File: src/sv/gedh_pkg.sv
package gedh_pkg;

    // sizes fixed by the field widths
    localparam int CAPACITY       = 32;
    localparam int POWER_EXPONENT = 5;
    localparam int VTX_W          = 5;
    localparam int CNT_W          = 6;
    localparam int DEG_W          = 5;
    localparam int CELL_W         = 2;
    localparam int OP_W           = 3;
    localparam int SUM_W          = 30;
    localparam int HASH_W         = 29;
    localparam int POW_IDX_W      = 6;
    localparam int ROW_W          = CELL_W * CAPACITY;
    localparam int IN_DATA_W      = 16;
    localparam int OUT_DATA_W     = 48;

    localparam logic [CNT_W-1:0] CAP_COUNT = CNT_W'(CAPACITY);
    localparam longint unsigned SUM_MASK = (64'd1 << SUM_W) - 64'd1;

    // opcodes
    localparam logic [OP_W-1:0] OP_CONNECT    = 3'd0;
    localparam logic [OP_W-1:0] OP_DISCONNECT = 3'd1;
    localparam logic [OP_W-1:0] OP_ADD_VERTEX = 3'd2;
    localparam logic [OP_W-1:0] OP_MARK_MAX   = 3'd3;
    localparam logic [OP_W-1:0] OP_READ_CELL  = 3'd4;

    // cell codes
    localparam logic [CELL_W-1:0] CELL_UNKNOWN       = 2'd0;
    localparam logic [CELL_W-1:0] CELL_CONNECTED     = 2'd1;
    localparam logic [CELL_W-1:0] CELL_NOT_CONNECTED = 2'd2;

    // register indexes
    localparam logic CFG_VERTEX_LIMIT = 1'b0;
    localparam logic CFG_INIT_COUNT   = 1'b1;

    // degree power table, wrapped to the sum width
    typedef logic [(1<<POW_IDX_W)-1:0][SUM_W-1:0] pow_tab_t;

    function automatic pow_tab_t build_pow_tab();
        pow_tab_t tab;
        longint unsigned r;
        for (int d = 0; d < (1 << POW_IDX_W); d++) begin
            r = 64'd1;
            for (int k = 0; k < POWER_EXPONENT; k++) begin
                r = (r * 64'(d)) & SUM_MASK;
            end
            tab[d] = SUM_W'(r);
        end
        return tab;
    endfunction

    localparam pow_tab_t POW_TAB = build_pow_tab();

    // controller to datapath commands
    typedef struct packed {
        logic             capture;
        logic             rd_a;
        logic             rd_b;
        logic             calc;
        logic             commit;
        logic             fin_b;
        logic             load_out;
        logic             clear_wr;
        logic [VTX_W-1:0] clr_addr;
    } gedh_cmd_t;

    // datapath to controller status
    typedef struct packed {
        logic restart;
    } gedh_stat_t;

endpackage

File: src/sv/graph_edge_store_degree_hash_top.sv
// channel   | direction | handshake              | payload
// s_        | in        | s_tvalid / s_tready    | s_tdata: item word
// m_        | out       | m_tvalid / m_tready    | m_tdata: result word
// cfg_      | in        | cfg_valid / cfg_ready  | cfg_index, cfg_data
//
// one item at a time; after accept the item steps through the row and degree
// reads, sum step, commit, second degree write and result load, and the next
// item is taken only after the load; the single-port edge row and degree memories
// set the sequence; after reset and after each initial-count write a clearing
// pass over all 32 rows runs, one edge row and degree a cycle, with no items taken
// a held result stalls the finish step until m_tready; config is always ready
module graph_edge_store_degree_hash_top (
    input  logic                            aclk,
    input  logic                            aresetn,
    input  logic                            s_tvalid,
    output logic                            s_tready,
    // opcode[2:0], first_vertex[7:3], second_vertex[12:8], zero pad
    input  logic [gedh_pkg::IN_DATA_W-1:0]  s_tdata,
    output logic                            m_tvalid,
    input  logic                            m_tready,
    // status[0], hash_half[29:1], vertex_count[35:30], maximal_flag[36],
    // cell_state[38:37], first_degree[43:39], zero pad
    output logic [gedh_pkg::OUT_DATA_W-1:0] m_tdata,
    input  logic                            cfg_valid,
    output logic                            cfg_ready,
    input  logic                            cfg_index,
    input  logic [gedh_pkg::CNT_W-1:0]      cfg_data
);

    gedh_pkg::gedh_cmd_t  cmd;
    gedh_pkg::gedh_stat_t stat;

    logic                          status;
    logic [gedh_pkg::HASH_W-1:0]   hash_half;
    logic [gedh_pkg::CNT_W-1:0]    vertex_count;
    logic                          maximal_flag;
    logic [gedh_pkg::CELL_W-1:0]   cell_state;
    logic [gedh_pkg::DEG_W-1:0]    first_degree;

    assign cfg_ready = 1'b1;

    gedh_ctrl u_ctrl (
        .aclk     (aclk),
        .aresetn  (aresetn),
        .s_tvalid (s_tvalid),
        .s_tready (s_tready),
        .m_tvalid (m_tvalid),
        .m_tready (m_tready),
        .stat     (stat),
        .cmd      (cmd)
    );

    gedh_datapath u_datapath (
        .aclk          (aclk),
        .aresetn       (aresetn),
        .cmd           (cmd),
        .stat          (stat),
        .opcode        (s_tdata[2:0]),
        .first_vertex  (s_tdata[7:3]),
        .second_vertex (s_tdata[12:8]),
        .cfg_valid     (cfg_valid),
        .cfg_index     (cfg_index),
        .cfg_data      (cfg_data),
        .status        (status),
        .hash_half     (hash_half),
        .vertex_count  (vertex_count),
        .maximal_flag  (maximal_flag),
        .cell_state    (cell_state),
        .first_degree  (first_degree)
    );

    // result word packing
    assign m_tdata = {4'b0000, first_degree, cell_state, maximal_flag,
                      vertex_count, hash_half, status};

endmodule

File: src/sv/gedh_datapath.sv
module gedh_datapath (
    input  logic                         aclk,
    input  logic                         aresetn,
    input  gedh_pkg::gedh_cmd_t          cmd,
    output gedh_pkg::gedh_stat_t         stat,
    input  logic [gedh_pkg::OP_W-1:0]    opcode,
    input  logic [gedh_pkg::VTX_W-1:0]   first_vertex,
    input  logic [gedh_pkg::VTX_W-1:0]   second_vertex,
    input  logic                         cfg_valid,
    input  logic                         cfg_index,
    input  logic [gedh_pkg::CNT_W-1:0]   cfg_data,
    output logic                         status,
    output logic [gedh_pkg::HASH_W-1:0]  hash_half,
    output logic [gedh_pkg::CNT_W-1:0]   vertex_count,
    output logic                         maximal_flag,
    output logic [gedh_pkg::CELL_W-1:0]  cell_state,
    output logic [gedh_pkg::DEG_W-1:0]   first_degree
);

    // edge rows hold the lower triangle: row is the larger vertex
    logic [gedh_pkg::ROW_W-1:0]  edge_mem [gedh_pkg::CAPACITY];
    logic [gedh_pkg::DEG_W-1:0]  deg_mem  [gedh_pkg::CAPACITY];

    logic [gedh_pkg::OP_W-1:0]   op_reg;
    logic [gedh_pkg::VTX_W-1:0]  a_reg;
    logic [gedh_pkg::VTX_W-1:0]  b_reg;
    logic [gedh_pkg::ROW_W-1:0]  row_rd_reg;
    logic [gedh_pkg::DEG_W-1:0]  deg_rd_reg;
    logic [gedh_pkg::DEG_W-1:0]  da_reg;
    logic [gedh_pkg::DEG_W-1:0]  db_reg;
    logic [gedh_pkg::SUM_W-1:0]  acc_reg;
    logic [gedh_pkg::SUM_W-1:0]  sum_reg;
    logic [gedh_pkg::CNT_W-1:0]  count_reg;
    logic [gedh_pkg::CNT_W-1:0]  limit_reg;
    logic                        max_reg;
    logic                        upd_reg;
    logic                        edge_ok_reg;
    logic                        status_reg;
    logic [gedh_pkg::CELL_W-1:0] cell_reg;

    logic                        status_out_reg;
    logic [gedh_pkg::HASH_W-1:0] hash_out_reg;
    logic [gedh_pkg::CNT_W-1:0]  count_out_reg;
    logic                        max_out_reg;
    logic [gedh_pkg::CELL_W-1:0] cell_out_reg;
    logic [gedh_pkg::DEG_W-1:0]  deg_out_reg;

    logic [gedh_pkg::VTX_W-1:0]  row_sel;
    logic [gedh_pkg::VTX_W-1:0]  col_sel;
    logic [gedh_pkg::CELL_W-1:0] cell_old;
    logic [gedh_pkg::ROW_W-1:0]  row_mod;
    logic                        is_connect;
    logic                        is_edge_op;
    logic                        a_ok;
    logic                        b_ok;
    logic                        pair_ok;
    logic                        status_calc;
    logic [gedh_pkg::POW_IDX_W-1:0] da_idx;
    logic [gedh_pkg::POW_IDX_W-1:0] da_step;
    logic [gedh_pkg::POW_IDX_W-1:0] db_idx;
    logic [gedh_pkg::POW_IDX_W-1:0] db_step;
    logic [gedh_pkg::DEG_W-1:0]  da_new;
    logic [gedh_pkg::DEG_W-1:0]  db_new;
    logic                        edge_we;
    logic [gedh_pkg::VTX_W-1:0]  edge_waddr;
    logic [gedh_pkg::ROW_W-1:0]  edge_wdata;
    logic                        deg_we;
    logic [gedh_pkg::VTX_W-1:0]  deg_waddr;
    logic [gedh_pkg::DEG_W-1:0]  deg_wdata;
    logic [gedh_pkg::VTX_W-1:0]  deg_raddr;
    logic [gedh_pkg::CNT_W-1:0]  init_clamped;
    logic                        a_ok_out;
    logic                        b_ok_out;

    // restart request on an initial count write
    assign stat.restart = cfg_valid && (cfg_index == gedh_pkg::CFG_INIT_COUNT);
    assign init_clamped = (cfg_data > gedh_pkg::CAP_COUNT) ? gedh_pkg::CAP_COUNT : cfg_data;

    // pair addressing
    assign row_sel  = (a_reg > b_reg) ? a_reg : b_reg;
    assign col_sel  = (a_reg > b_reg) ? b_reg : a_reg;
    assign cell_old = row_rd_reg[{col_sel, 1'b0} +: gedh_pkg::CELL_W];

    always_comb begin
        row_mod = row_rd_reg;
        row_mod[{col_sel, 1'b0} +: gedh_pkg::CELL_W] = cell_reg;
    end

    // item checks against the count before the item
    assign is_connect = (op_reg == gedh_pkg::OP_CONNECT);
    assign is_edge_op = is_connect || (op_reg == gedh_pkg::OP_DISCONNECT);
    assign a_ok       = {1'b0, a_reg} < count_reg;
    assign b_ok       = {1'b0, b_reg} < count_reg;
    assign pair_ok    = a_ok && b_ok && (a_reg != b_reg);

    always_comb begin
        case (op_reg)
            gedh_pkg::OP_CONNECT,
            gedh_pkg::OP_DISCONNECT: status_calc = !pair_ok;
            gedh_pkg::OP_ADD_VERTEX: status_calc = (count_reg >= limit_reg) ||
                                                   (count_reg >= gedh_pkg::CAP_COUNT);
            gedh_pkg::OP_MARK_MAX:   status_calc = 1'b0;
            gedh_pkg::OP_READ_CELL:  status_calc = !(a_ok && b_ok);
            default:                 status_calc = 1'b1;
        endcase
    end

    // degree step: up on connect, down on disconnect
    assign da_idx  = {1'b0, da_reg};
    assign db_idx  = {1'b0, db_reg};
    assign da_step = is_connect ? da_idx + 1'b1 : da_idx - 1'b1;
    assign db_step = is_connect ? db_idx + 1'b1 : db_idx - 1'b1;
    assign da_new  = upd_reg ? da_step[gedh_pkg::DEG_W-1:0] : da_reg;
    assign db_new  = upd_reg ? db_step[gedh_pkg::DEG_W-1:0] : db_reg;

    // edge memory port control
    assign edge_we    = cmd.clear_wr || (cmd.commit && edge_ok_reg);
    assign edge_waddr = cmd.clear_wr ? cmd.clr_addr : row_sel;
    assign edge_wdata = cmd.clear_wr ? '0 : row_mod;

    // degree memory port control
    assign deg_we    = cmd.clear_wr || ((cmd.commit || cmd.fin_b) && edge_ok_reg);
    assign deg_waddr = cmd.clear_wr ? cmd.clr_addr : (cmd.commit ? a_reg : b_reg);
    assign deg_wdata = cmd.clear_wr ? '0 : (cmd.commit ? da_new : db_new);
    assign deg_raddr = cmd.rd_b ? b_reg : a_reg;

    always_ff @(posedge aclk) begin
        if (edge_we) begin
            edge_mem[edge_waddr] <= edge_wdata;
        end
        if (cmd.rd_a) begin
            row_rd_reg <= edge_mem[row_sel];
        end
    end

    always_ff @(posedge aclk) begin
        if (deg_we) begin
            deg_mem[deg_waddr] <= deg_wdata;
        end
        if (cmd.rd_a || cmd.rd_b) begin
            deg_rd_reg <= deg_mem[deg_raddr];
        end
    end

    // item payload and work registers
    always_ff @(posedge aclk) begin
        if (cmd.capture) begin
            op_reg <= opcode;
            a_reg  <= first_vertex;
            b_reg  <= second_vertex;
        end
        if (cmd.rd_b) begin
            da_reg <= deg_rd_reg;
        end
        if (cmd.calc) begin
            db_reg      <= deg_rd_reg;
            status_reg  <= status_calc;
            edge_ok_reg <= is_edge_op && pair_ok;
            upd_reg     <= is_edge_op && pair_ok &&
                           (is_connect ? (cell_old != gedh_pkg::CELL_CONNECTED)
                                       : (cell_old == gedh_pkg::CELL_CONNECTED));
            cell_reg    <= (is_edge_op && pair_ok)
                           ? (is_connect ? gedh_pkg::CELL_CONNECTED
                                         : gedh_pkg::CELL_NOT_CONNECTED)
                           : cell_old;
            acc_reg     <= sum_reg + gedh_pkg::POW_TAB[da_step] - gedh_pkg::POW_TAB[da_idx];
        end
        if (cmd.commit) begin
            da_reg <= da_new;
        end
    end

    // graph-wide state
    always_ff @(posedge aclk) begin
        if (!aresetn) begin
            sum_reg   <= '0;
            count_reg <= '0;
            limit_reg <= gedh_pkg::CAP_COUNT;
            max_reg   <= 1'b0;
        end else begin
            if (cfg_valid && (cfg_index == gedh_pkg::CFG_VERTEX_LIMIT)) begin
                limit_reg <= cfg_data;
            end
            if (stat.restart) begin
                sum_reg   <= '0;
                count_reg <= init_clamped;
                max_reg   <= 1'b0;
            end else if (cmd.commit) begin
                if (upd_reg) begin
                    sum_reg <= acc_reg + gedh_pkg::POW_TAB[db_step]
                               - gedh_pkg::POW_TAB[db_idx];
                end
                if ((op_reg == gedh_pkg::OP_ADD_VERTEX) && !status_reg) begin
                    count_reg <= count_reg + 1'b1;
                end
                if (op_reg == gedh_pkg::OP_MARK_MAX) begin
                    max_reg <= 1'b1;
                end
            end
        end
    end

    // result word, checked against the count after the item
    assign a_ok_out = {1'b0, a_reg} < count_reg;
    assign b_ok_out = {1'b0, b_reg} < count_reg;

    always_ff @(posedge aclk) begin
        if (cmd.load_out) begin
            status_out_reg <= status_reg;
            hash_out_reg   <= sum_reg[gedh_pkg::SUM_W-1:1];
            count_out_reg  <= count_reg;
            max_out_reg    <= max_reg;
            cell_out_reg   <= (a_ok_out && b_ok_out) ? cell_reg : gedh_pkg::CELL_UNKNOWN;
            deg_out_reg    <= a_ok_out ? da_reg : '0;
        end
    end

    assign status       = status_out_reg;
    assign hash_half    = hash_out_reg;
    assign vertex_count = count_out_reg;
    assign maximal_flag = max_out_reg;
    assign cell_state   = cell_out_reg;
    assign first_degree = deg_out_reg;

endmodule

File: src/sv/gedh_ctrl.sv
module gedh_ctrl (
    input  logic                  aclk,
    input  logic                  aresetn,
    input  logic                  s_tvalid,
    output logic                  s_tready,
    output logic                  m_tvalid,
    input  logic                  m_tready,
    input  gedh_pkg::gedh_stat_t  stat,
    output gedh_pkg::gedh_cmd_t   cmd
);

    typedef enum logic [2:0] {
        S_CLEAR,
        S_IDLE,
        S_RD_A,
        S_RD_B,
        S_CALC,
        S_COMMIT,
        S_FIN_B,
        S_FIN
    } state_t;

    localparam logic [gedh_pkg::VTX_W-1:0] CLR_LAST = gedh_pkg::VTX_W'(gedh_pkg::CAPACITY - 1);

    state_t                      state_reg;
    state_t                      state_next;
    logic [gedh_pkg::VTX_W-1:0]  clr_cnt_reg;
    logic [gedh_pkg::VTX_W-1:0]  clr_cnt_next;
    logic                        m_valid_reg;
    logic                        m_valid_next;

    assign s_tready = (state_reg == S_IDLE);
    assign m_tvalid = m_valid_reg;

    // sequencing
    always_comb begin
        state_next   = state_reg;
        clr_cnt_next = clr_cnt_reg;
        m_valid_next = m_valid_reg;
        cmd          = '0;
        if (m_valid_reg && m_tready) begin
            m_valid_next = 1'b0;
        end
        case (state_reg)
            S_CLEAR: begin
                cmd.clear_wr = 1'b1;
                cmd.clr_addr = clr_cnt_reg;
                clr_cnt_next = clr_cnt_reg + 1'b1;
                if (clr_cnt_reg == CLR_LAST) begin
                    state_next = S_IDLE;
                end
            end
            S_IDLE: begin
                if (s_tvalid) begin
                    cmd.capture = 1'b1;
                    state_next  = S_RD_A;
                end
            end
            S_RD_A: begin
                cmd.rd_a   = 1'b1;
                state_next = S_RD_B;
            end
            S_RD_B: begin
                cmd.rd_b   = 1'b1;
                state_next = S_CALC;
            end
            S_CALC: begin
                cmd.calc   = 1'b1;
                state_next = S_COMMIT;
            end
            S_COMMIT: begin
                cmd.commit = 1'b1;
                state_next = S_FIN_B;
            end
            S_FIN_B: begin
                cmd.fin_b  = 1'b1;
                state_next = S_FIN;
            end
            S_FIN: begin
                if (!m_valid_reg || m_tready) begin
                    cmd.load_out = 1'b1;
                    m_valid_next = 1'b1;
                    state_next   = S_IDLE;
                end
            end
            default: begin
                state_next = S_CLEAR;
            end
        endcase
        if (stat.restart) begin
            state_next   = S_CLEAR;
            clr_cnt_next = '0;
        end
    end

    always_ff @(posedge aclk) begin
        if (!aresetn) begin
            state_reg   <= S_CLEAR;
            clr_cnt_reg <= '0;
            m_valid_reg <= 1'b0;
        end else begin
            state_reg   <= state_next;
            clr_cnt_reg <= clr_cnt_next;
            m_valid_reg <= m_valid_next;
        end
    end

`ifndef SYNTH
    a_accept_starts_read: assert property (@(posedge aclk) disable iff (!aresetn)
        (s_tvalid && s_tready && !stat.restart) |=> (state_reg == S_RD_A))
        else $error("accepted word did not start a read");

    a_result_from_fin: assert property (@(posedge aclk) disable iff (!aresetn)
        $rose(m_valid_reg) |-> $past(state_reg == S_FIN))
        else $error("result raised outside the finish step");

    a_restart_clears: assert property (@(posedge aclk) disable iff (!aresetn)
        stat.restart |=> ((state_reg == S_CLEAR) && (clr_cnt_reg == '0)))
        else $error("restart did not begin a clearing pass at row zero");

    a_no_accept_in_clear: assert property (@(posedge aclk) disable iff (!aresetn)
        (state_reg == S_CLEAR) |-> !s_tready)
        else $error("input ready during clearing pass");
`endif

endmodule
File: config.mk
export PLATFORM = sky130hd
export DESIGN_NAME = graph_edge_store_degree_hash_top
export DESIGN_NICKNAME = d
export VERILOG_FILES = /design/src/sv/gedh_pkg.sv /design/src/sv/graph_edge_store_degree_hash_top.sv /design/src/sv/gedh_datapath.sv /design/src/sv/gedh_ctrl.sv
export SDC_FILE = /design/constraint.sdc
export NUM_CORES = 2
export LEC_CHECK = 0
export ABC_AREA = 1
export BUFFER_PORTS_ARGS = -buffer_cell sky130_fd_sc_hd__buf_2
export CAP_MARGIN = 20
export CORE_MARGIN = 1
export CORE_UTILIZATION = 30
export DETAILED_ROUTE_END_ITERATION = 6
export GPL_ROUTABILITY_DRIVEN = 0
export GPL_TIMING_DRIVEN = 0
export MAX_ROUTING_LAYER = met4
export SLEW_MARGIN = 20
export SYNTH_ARGS = -nofsm -noshare
export SYNTH_HDL_FRONTEND = slang
export SYNTH_HIERARCHICAL = 1
export SYNTH_SLANG_ARGS = --single-unit
File: constraint.sdc
create_clock -name aclk -period 6.4 [get_ports aclk]
set_input_delay 1.28 -clock aclk [delete_from_list [all_inputs] [get_ports aclk]]
set_output_delay 1.28 -clock aclk [all_outputs]
set_load 0.05 [all_outputs]
==> metrics.log <==
INFO  metric crit_path_top_delay_cell = sky130_fd_sc_hd__buf_2
INFO  metric area_share_of_the_largest_cell_type_after_synthesis = 0.662
INFO  metric status = finished, violations left
INFO  metric sequential_to_total_area_share_from_yosys_stat = 0.681
INFO  metric timing.final.crit_period = ~6.3 ns
INFO  metric power.internal = 30.0 mW
INFO  metric drt_pass1_iterations = 7
INFO  metric clock_skew = approximately 0.12 ns
INFO  metric dpl.hpwl = 250000 um
INFO  metric p_seq_frac = 0.470
INFO  metric tritoncts = built
INFO  metric row_count = approximately 220
INFO  metric final_net_count = roughly 10k
INFO  metric finalHoldViolCount = 0
INFO  metric clock_tree.buffer_depth = 4
INFO  metric grt_max_degree = 33
INFO  metric grt_antenna_before_repair = 27
INFO  metric routed_wire_length_per_instance = between 20 and 25 um
INFO  metric post_route_cells_drive_above_1_share = 0.0952
INFO  metric hold_start = u_datapath/sum_reg[27]$_SDFFE_PP0P_
INFO  metric top_level_ports = between 70 and 80
INFO  metric design.core.area = 357000 um^2
INFO  metric post_place_worst_slack = -1.40 ns
INFO  metric failed_checks = DRC
INFO  metric critical_path_start_end_classification = reg -> reg
INFO  metric syn_avg_cell_area = about 11 um^2
INFO  metric ir_worst_vdd = ~280 uV
INFO  metric largest_register_ff_count = 2048
INFO  metric cts.sink_count = roughly 2.5k
INFO  metric crit_chain = inv_1 -> ha_1 -> nand2_1 -> nor2_2 -> nand2_2 -> nand2_8 -> nand2_1 -> o21ai_4 -> buf_2 -> buf_2 -> o21ai_0 -> nor2_1 -> nand2_1 -> nor2_4 -> buf_12 -> buf_12
INFO  metric synthDistinctLibCells = 68
INFO  metric worst_setup_path_startpoint = u_datapath/b_reg[1]$_DFFE_PP_
INFO  metric final-setup-viol-count = 0
INFO  metric cts.reportedPaths.clkPinSlew = 0.06 ns
INFO  metric drv_slew = 0
INFO  metric clock_tree.htree_level_count = 4
INFO  metric cts_buffers = around 240
INFO  metric detail-route-antenna-nets = 0
INFO  metric pwr-share-clk = 0.335
INFO  metric die_area = 362000 um^2
INFO  metric post_synth_xor_area_fraction = 0.00486
INFO  metric grt_usage = 0.193
INFO  metric cap_violations = 0
INFO  metric yosys_most_used_dff = sky130_fd_sc_hd__edfxtp_1
INFO  metric synthesis.yosys.warnings = 6
INFO  metric floorplan.die.width = between 600 and 700 um
INFO  metric vias_per_cell = about 5.3
INFO  metric crit_required = 7.01 ns
INFO  metric area_delta_synth_final = 17.6%
INFO  metric synth_top_cell_by_area = sky130_fd_sc_hd__edfxtp_1
INFO  metric comb_power_share = 0.196
INFO  metric main_combinational_cell_family_by_area_after_synthesis = compound AO/OA/AOI/OAI gates
INFO  metric power-per-cell-area = roughly 340 nW/um^2
INFO  metric slew_headroom = 0.186
INFO  metric clk-insertion-delay-late = ~0.96 ns
INFO  metric yosysMostFrequentCell = sky130_fd_sc_hd__edfxtp_1
INFO  metric post_synth_fa_ha_maj_area_fraction = 0.0277
INFO  metric asyncSetResetFlopFracSynth = 0
INFO  metric critical_path.max_stage_delay = approximately 0.8 ns
INFO  metric synth_area_in_compound_gates = 0.124
INFO  metric num-fill-cells = approximately 35k
INFO  metric drc = between 150 and 200
INFO  metric dr_total_vias = approximately 80k
INFO  metric critical_path.max_fanout = 20
INFO  metric achievable-frequency = about 0.16 GHz
INFO  metric critPathMostFrequentCell = sky130_fd_sc_hd__nand2_1
INFO  metric final_util = 0.356
INFO  metric sw_share = 0.297
INFO  metric totalPowerFinal = ~43 mW
INFO  metric drt_iter0_drc = 12.0k
INFO  metric grt_pass1_wl = just over 500000 um
INFO  metric number_of_global_route_vias_before_repair = 73.3k
INFO  metric power.static_leakage = between 40 and 50 nW
INFO  metric netlist_area = 108000 um^2
INFO  metric floorplan.die.height = 602 um
INFO  metric yosys.area_share.simple = 0.121
INFO  metric postSynthCellCount = ~9.5k
INFO  metric multi_input_logic_area = about 31000 um^2
INFO  metric arrival = 6.92 ns
INFO  metric start_util = 0.302
INFO  metric worstReg2RegStart = u_datapath/b_reg[1]$_DFFE_PP_
INFO  metric switchingPower = roughly 13 mW
INFO  metric yosys_register_bits = around 2.5k
INFO  metric gr-total-overflow = 0
INFO  metric timing.hold.worst.class = reg -> reg
INFO  metric area.sequential = 73500 um^2
INFO  metric leading_cell_types_by_count_after_synthesis = sky130_fd_sc_hd__edfxtp_1 (2379), sky130_fd_sc_hd__nor2_1 (1491), sky130_fd_sc_hd__o21ai_0 (1416), sky130_fd_sc_hd__nand2_1 (1080), sky130_fd_sc_hd__nand3_1 (554)
INFO  metric fin_crit_sh = 0.986
INFO  metric synth.area.top_cells = sky130_fd_sc_hd__edfxtp_1 (66%), sky130_fd_sc_hd__o21ai_0 (6.6%), sky130_fd_sc_hd__nor2_1 (5.2%), sky130_fd_sc_hd__nand2_1 (3.8%), sky130_fd_sc_hd__o22ai_1 (3.1%)
INFO  metric io_buffers = 70
INFO  metric cts_root_buf = sky130_fd_sc_hd__clkbuf_16
INFO  metric timing.final.ws_setup = between 0.08 and 0.09 ns
INFO  metric drt-total-wl = 354000 um
INFO  metric tightest_slew = 1.21 ns
INFO  metric synth-edff-count = 2379
INFO  metric synth_mux_area_frac = 0
INFO  metric sort_of_element_at_the_end_of_the_critical_path = flip-flop
INFO  metric type_of_element_launching_the_critical_path = flip-flop
-- final timing paths --
check	slack [ns]	end	cells past startpoint
max	0.09	u_datapath/edge_mem[22][38]$_DFFE_PP_	16
min	0.41	u_datapath/hash_half[26]$_DFFE_PP_	0
max reg2reg	0.09	u_datapath/edge_mem[22][38]$_DFFE_PP_	16
min reg2reg	0.41	u_datapath/hash_half[26]$_DFFE_PP_	0
-- per-stage QoR --
stage / hold WS (ns) / instance area [um^2] / setup TNS, ns / std cells
after floorplan: 0.408 / 108000 / 0 / 9503
after global placement: 0.414 / 114000 / -8813.18 / 14300
after detailed placement: 0.414 / 119000 / -30.23 / 14500
after CTS: 0.418 / 127000 / 0 / 14900
after global routing: 0.435 / 127000 / -0.0148 / 15000
final: 0.412 / 127000 / 0 / 15000
-- cells in the final DEF, fill, tap and decap left out, types with 35 or more instances in the layout --
master / n
sky130_fd_sc_hd__a21oi_1: 198
sky130_fd_sc_hd__nor2_1: 1436
sky130_fd_sc_hd__nor2_4: 47
sky130_fd_sc_hd__ha_1: 155
sky130_fd_sc_hd__dfxtp_1: 102
sky130_fd_sc_hd__buf_16: 57
sky130_fd_sc_hd__edfxtp_1: 2379
sky130_fd_sc_hd__inv_1: 511
sky130_fd_sc_hd__buf_12: 94
sky130_fd_sc_hd__clkbuf_16: 242
sky130_fd_sc_hd__o211ai_1: 35
sky130_fd_sc_hd__clkinv_2: 56
sky130_fd_sc_hd__o21ai_0: 1403
sky130_fd_sc_hd__o221ai_1: 42
sky130_fd_sc_hd__nand3_1: 554
sky130_fd_sc_hd__clkinv_1: 58
sky130_fd_sc_hd__a21oi_4: 45
sky130_fd_sc_hd__clkbuf_1: 409
sky130_fd_sc_hd__buf_2: 192
sky130_fd_sc_hd__xor2_1: 38
sky130_fd_sc_hd__fa_1: 52
sky130_fd_sc_hd__a31oi_1: 37
sky130_fd_sc_hd__o22ai_1: 528
sky130_fd_sc_hd__nand2_1: 1079
-- layout make-up --
cell class | instances | area share
inverter | 539 | 0.0161
tap | 4751 | 0.0469
multi-input combinational | 5910 | 0.244
sequential | 2481 | 0.579
antenna | 32 | 0.000631
buffer | 573 | 0.0194
clock inverter | 162 | 0.0123
timing repair buffer | 256 | 0.0326
clock buffer | 277 | 0.0488
-- layer usage --
metal | track usage | part of all wire | routed length, um
met1 | 0.261 | 0.41 | 145000
met2 | 0.289 | 0.44 | 157000
met3 | 0.0391 | 0.11 | 40000
met4 | 0.0625 | 0.035 | 12500
met5 | - | 0 | 0
-- critical path: cells and delay by family (launching register included) --
kind            cells  cell delay [ns]
compound gates      2             0.50
fa+ha+maj           1             0.33
buf+inv             5             2.23
flops               1             0.67
simple gates        8             2.22
-- power by group through the flow --
stage / Clock, mW / Combinational (mW) / Sequential, mW
after global routing: 15.0 / 8.81 / 20.1
after detailed placement: 0 / 8.12 / 20.4
final: 14.3 / 8.34 / 20.0
after global placement: 0 / 7.00 / 20.7
after CTS: 14.4 / 8.16 / 20.0
after floorplan: 0 / 4.13 / 20.5
-- cells by family (layout without fill, tap and decap cells) --
family                     Yosys count  count (layout)
xor gates and xnor gates            59              59
other                                2              37
DFF                               2481            2481
AOI/OAI and AO/OA                 2418            2418
buffers and inverters             1112            1807
adders and majority gates          208             208
and+or+nand+nor                   3220            3220
-- what timing repair did --
action                                  in CTS  in global routing
hold buffers                                 0                  0
pin swaps                                    1                  0
hold endpoints to repair                     0                  0
resized for setup                           35                 35
setup buffers                                9                  5
endpoints found under the setup margin      46                 28
Power figures use the tool's default switching activity.
